**config.mk**
```make
export PLATFORM = sky130hd
export DESIGN_NAME = ibr_fifo
export DESIGN_NICKNAME = d
export VERILOG_FILES = /design/src/hdl/ibr_fifo.sv
export SDC_FILE = /design/constraint.sdc
export NUM_CORES = 1
export LEC_CHECK = 0
export ABC_AREA = 1
export ABC_CLOCK_PERIOD_IN_PS = 1360
export BUFFER_PORTS_ARGS = -buffer_cell sky130_fd_sc_hd__buf_2
export CORE_ASPECT_RATIO = 2
export CORE_MARGIN = 1.5
export CORE_UTILIZATION = 30
export DETAILED_ROUTE_END_ITERATION = 10
export HOLD_SLACK_MARGIN = 0.1
export PLACE_DENSITY_LB_ADDON = 0.25
export SLEW_MARGIN = 5
export SYNTH_ARGS = -nofsm -noshare
export SYNTH_HDL_FRONTEND = slang
export SYNTH_SLANG_ARGS = --single-unit
export TNS_END_PERCENT = 100
```
**constraint.sdc**
```tcl
create_clock -name clk_i -period 1.36 [get_ports clk_i]
set_clock_uncertainty 0.05 [all_clocks]
set_input_delay 0 -clock clk_i [delete_from_list [all_inputs] [get_ports clk_i]]
set_output_delay 0 -clock clk_i [all_outputs]
set_load 0.005 [all_outputs]
```
**src/hdl/ibr_fifo.sv**
```systemverilog
module ibr_fifo #(
  parameter int unsigned DEPTH = 4,
  parameter int unsigned WIDTH = 8
) (
  input  logic                        clk_i,
  input  logic                        rst_ni,
  input  logic                        push_i,
  input  logic [WIDTH-1:0]            wdata_i,
  input  logic                        pop_i,
  output logic [WIDTH-1:0]            rdata_o,
  output logic                        empty_o,
  output logic                        full_o,
  output logic [$clog2(DEPTH+1)-1:0]  count_o
);
  localparam int unsigned PW = (DEPTH > 1) ? $clog2(DEPTH) : 1;
  localparam int unsigned CW = $clog2(DEPTH+1);

  logic [WIDTH-1:0] mem_q [DEPTH];
  logic [PW-1:0]    wp_q, wp_d, rp_q, rp_d;
  logic [CW-1:0]    cnt_q, cnt_d;

  assign empty_o = (cnt_q == '0);
  assign full_o  = (cnt_q == CW'(DEPTH));
  assign count_o = cnt_q;
  assign rdata_o = mem_q[rp_q];

  always_comb begin
    wp_d  = wp_q;
    rp_d  = rp_q;
    cnt_d = cnt_q;
    if (push_i) begin
      wp_d = (wp_q == PW'(DEPTH - 1)) ? '0 : wp_q + PW'(1);
    end
    if (pop_i) begin
      rp_d = (rp_q == PW'(DEPTH - 1)) ? '0 : rp_q + PW'(1);
    end
    if (push_i && !pop_i) begin
      cnt_d = cnt_q + CW'(1);
    end else if (pop_i && !push_i) begin
      cnt_d = cnt_q - CW'(1);
    end
  end

  always_ff @(posedge clk_i or negedge rst_ni) begin
    if (!rst_ni) begin
      wp_q  <= '0;
      rp_q  <= '0;
      cnt_q <= '0;
    end else begin
      wp_q  <= wp_d;
      rp_q  <= rp_d;
      cnt_q <= cnt_d;
    end
  end

  always_ff @(posedge clk_i) begin
    if (push_i) begin
      mem_q[wp_q] <= wdata_i;
    end
  end
endmodule

```
==> key figures <==
Status
  – Outcome: finished, violations left
  – Failing checks: negative hold slack, negative setup slack

Yosys
  – Post-Syn Instances: around 140
  – Yosys Warn Count: 0
  – Async SR Flop Fraction: 17.9%
  – Synth unique cells: 18
  – Sequential share of the synthesized area: 66.6%
  – Synthesized Nets: roughly 160
  – Syn Area/Cell: ~12 sq um
  – FF+latch count, synth: 39
  – Dominant synthesized flop cell: edfxtp_1
  – Post-synth EDFFs: 32
  – Mapped cell area: between 1500 and 2000 sq um

Floorplan
  – Row count: 38
  – Die Span Y: around 110 um
  – # IOs: 25
  – Die area: 6170 sq um
  – CORE AREA: approximately 5500 sq um
  – Initial core utilization: 31.2%
  – Die Width: roughly 56 um

Pwr
  – Max VDD drop: between 0.9 and 1 mV
  – Total power per unit cell area: between 1500 and 2000 nW/um^2
  – Leak Pwr: 0.00101 uW
  – Total power: 4190 uW

Route
  – Routed via count: around 1200
  – Violation count after the first detailed-route iteration: 38
  – Post-DR wirelength/cell: roughly 14 um
  – # DRC: 0
  – Routed wire length: between 3000 and 4000 um
  – Post-DR vias/cell: about 4.7
  – Antenna viol nets, final: 0
  – First-pass DRT Iterations: 4

CTS
  – H-tree levels: 2
  – CTS tree: built
  – Hold_buf cts: 12
  – CTS clk-pin slew, worst paths: 0.07 ns
  – Clk Latency, worst-skew pair: between 0.2 and 0.3 ns
  – Clock Root Buffer: clkbuf_8
  – Total clock sinks: 39
  – CTS max path bufs: 2
  – CTS buffer count: 5

Placed design
  – Routability Congestion: 0.697
  – Area post-placement: about 1900 sq um
  – Placed cells: 229
  – Placed wire-length estimate: between 2000 and 2500 um
  – PortBufs: 24

Layout
  – Fin cells: between 200 and 300
  – Antenna cells: 0
  – Most frequent cells in the layout: 32 x edfxtp_1, 28 x nand2_1, 25 x inv_1
  – Final core utilization: a little over 40%
  – Commonest non-fill, non-tap cell in the layout: edfxtp_1
  – Final net count: about 210
  – Share of cells above drive strength 1: ~29%
  – Syn-to-layout area delta: 32.4%
  – Post-route cell area: around 2300 sq um

Worst hold path
  – Min-delay worst type: in -> reg
  – Hold Crit Start: pop_i
  – Hold path cells: 2
  – Hold Path End: rp_q[1]$_DFFE_PN0P_

Critical path
  – Crit-path max FO: 8
  – Req. time, crit path: around 1.3 ns
  – FF-to-FF setup slack: 0.08 ns
  – Crit end category: primary output
  – Reg-to-reg endpoint: mem_q[1][6]$_DFFE_PP_
  – Startpoint types: flop
  – Arr. time, crit path: around 1.3 ns
  – Worst reg2reg startpoint: wp_q[1]$_DFFE_PN0P_
  – WS Path Type: reg -> out
  – Worst r2r path cells: 5

Timing
  – Hold Slack: -0.109 ns
  – Crit share post-route: 101%
  – Max-slew headroom: around 78%
  – Worst-Margin Slew: between 0.3 and 0.4 ns
  – Setup violators final: 3
  – Max-slew violations: 0
  – RSZ-0062 raised after global routing: yes
  – Final setup margin: -0.0140 ns
  – Final hold viol count: 2
  – Tmin final: approximately 1.4 ns
  – Max Fclk: 0.728 GHz

Global route
  – Global-route wire length before repair: between 5000 and 6000 um
  – Grt ovf: 0
  – GRT Overall Usage: around an eighth
  – Largest net degree at the start of global routing: 17
  – Initial antenna violation count: 0
  – Vias in the first global route: ~1200

Run
  – Number of max-cap violations: 0
-- cell type report --
type                       count  area (sq um)
clock buffer                   6          72.6
clock inverter                 2          8.76
fill                         519          3210
inverter                      29           114
multi-input combinational     72           467
sequential                    39          1140
tap                           60          75.1
timing repair buffer          45           383
-- stage by stage --
stage	TNS [ns]	setup WS, ns
3_3_place_gp	0	0.0784
2_1_floorplan	0	0.0823
3_5_place_dp	0	0.00358
6_report	-0.0199	-0.0140
4_1_cts	-0.0702	-0.0201
5_1_grt	-0.591	-0.0810
-- worst max path at each step --
stage                                 startpoint                endpoint  slack, ns  cells past startpoint
after floorplan           count_o[0]$_DFFE_PN0P_  count_o[2]$_DFFE_PN0P_       0.08                      5
after global placement       wp_q[0]$_DFFE_PN0P_   mem_q[0][6]$_DFFE_PP_       0.08                      4
after detailed placement     wp_q[0]$_DFFE_PN0P_   mem_q[2][6]$_DFFE_PP_      0.004                      4
after CTS                    rp_q[0]$_DFFE_PN0P_              rdata_o[7]      -0.02                      6
after global routing         rp_q[0]$_DFFE_PN0P_              rdata_o[7]      -0.08                      6
final                        rp_q[0]$_DFFE_PN0P_              rdata_o[5]      -0.01                      6
-- cells in the mapped netlist, types with 2 or more instances --
| master | count | area, sq um |
|---|---|---|
| nand2_1 | 39 | 146 |
| edfxtp_1 | 32 | 961 |
| inv_1 | 27 | 101 |
| o211ai_1 | 16 | 120 |
| dfrtp_1 | 7 | 175 |
| ha_1 | 6 | 75.1 |
| o21ai_0 | 3 | 15.0 |
| buf_6 | 2 | 22.5 |
| inv_2 | 2 | 7.51 |
| nor3_1 | 2 | 10.0 |
-- registers in the layout, indices dropped and copies added, names as in the netlist --
signal   flops
mem_q       32
count_o      3
rp_q         2
wp_q         2
-- worst max-delay path: stages (launching register included) --
cell	delay, ns
dfrtp_1	0.41
inv_4	0.12
clkbuf_16	0.19
nand2_4	0.05
o211ai_1	0.08
nand2_1	0.07
buf_2	0.13
-- repair_timing --
action	4_1_cts	5_1_grt
pin swaps	2	7
buffers inserted	1	1
gates resized for setup	4	18
gates cloned	1	1
endpoints found under the setup margin	10	17
hold endpoints to repair	43	2
-- metal layers --
layer	vias to the layer above	track usage [%]	wire (um)
li1	579	-	-
met1	561	11.0	1240
met2	30	24.7	2100
met3	10	1.76	100
met4	0	8.84	118
met5	-	0	0
-- cell families (layout without fill, tap and decap cells) --
group	after synthesis	in the layout	synth area share, %
AO/OA/AOI/OAI	21	21	8.51
XOR/XNOR	1	1	0.514
adder cells (fa/ha/maj)	7	7	5.58
buffers and inverters	33	82	8.95
flip-flops	39	39	66.6
AND/OR/NAND/NOR	43	43	9.83
-- power breakdown --
| group | total [uW] | switching (uW) | leakage, uW | internal, uW |
|---|---|---|---|---|
| Sequential | 1760 | 166 | 0.000377 | 1590 |
| Clock | 717 | 365 | 0.0000426 | 352 |
| Combinational | 1720 | 908 | 0.000587 | 809 |
No activity file was read; power rests on OpenSTA's default activity.
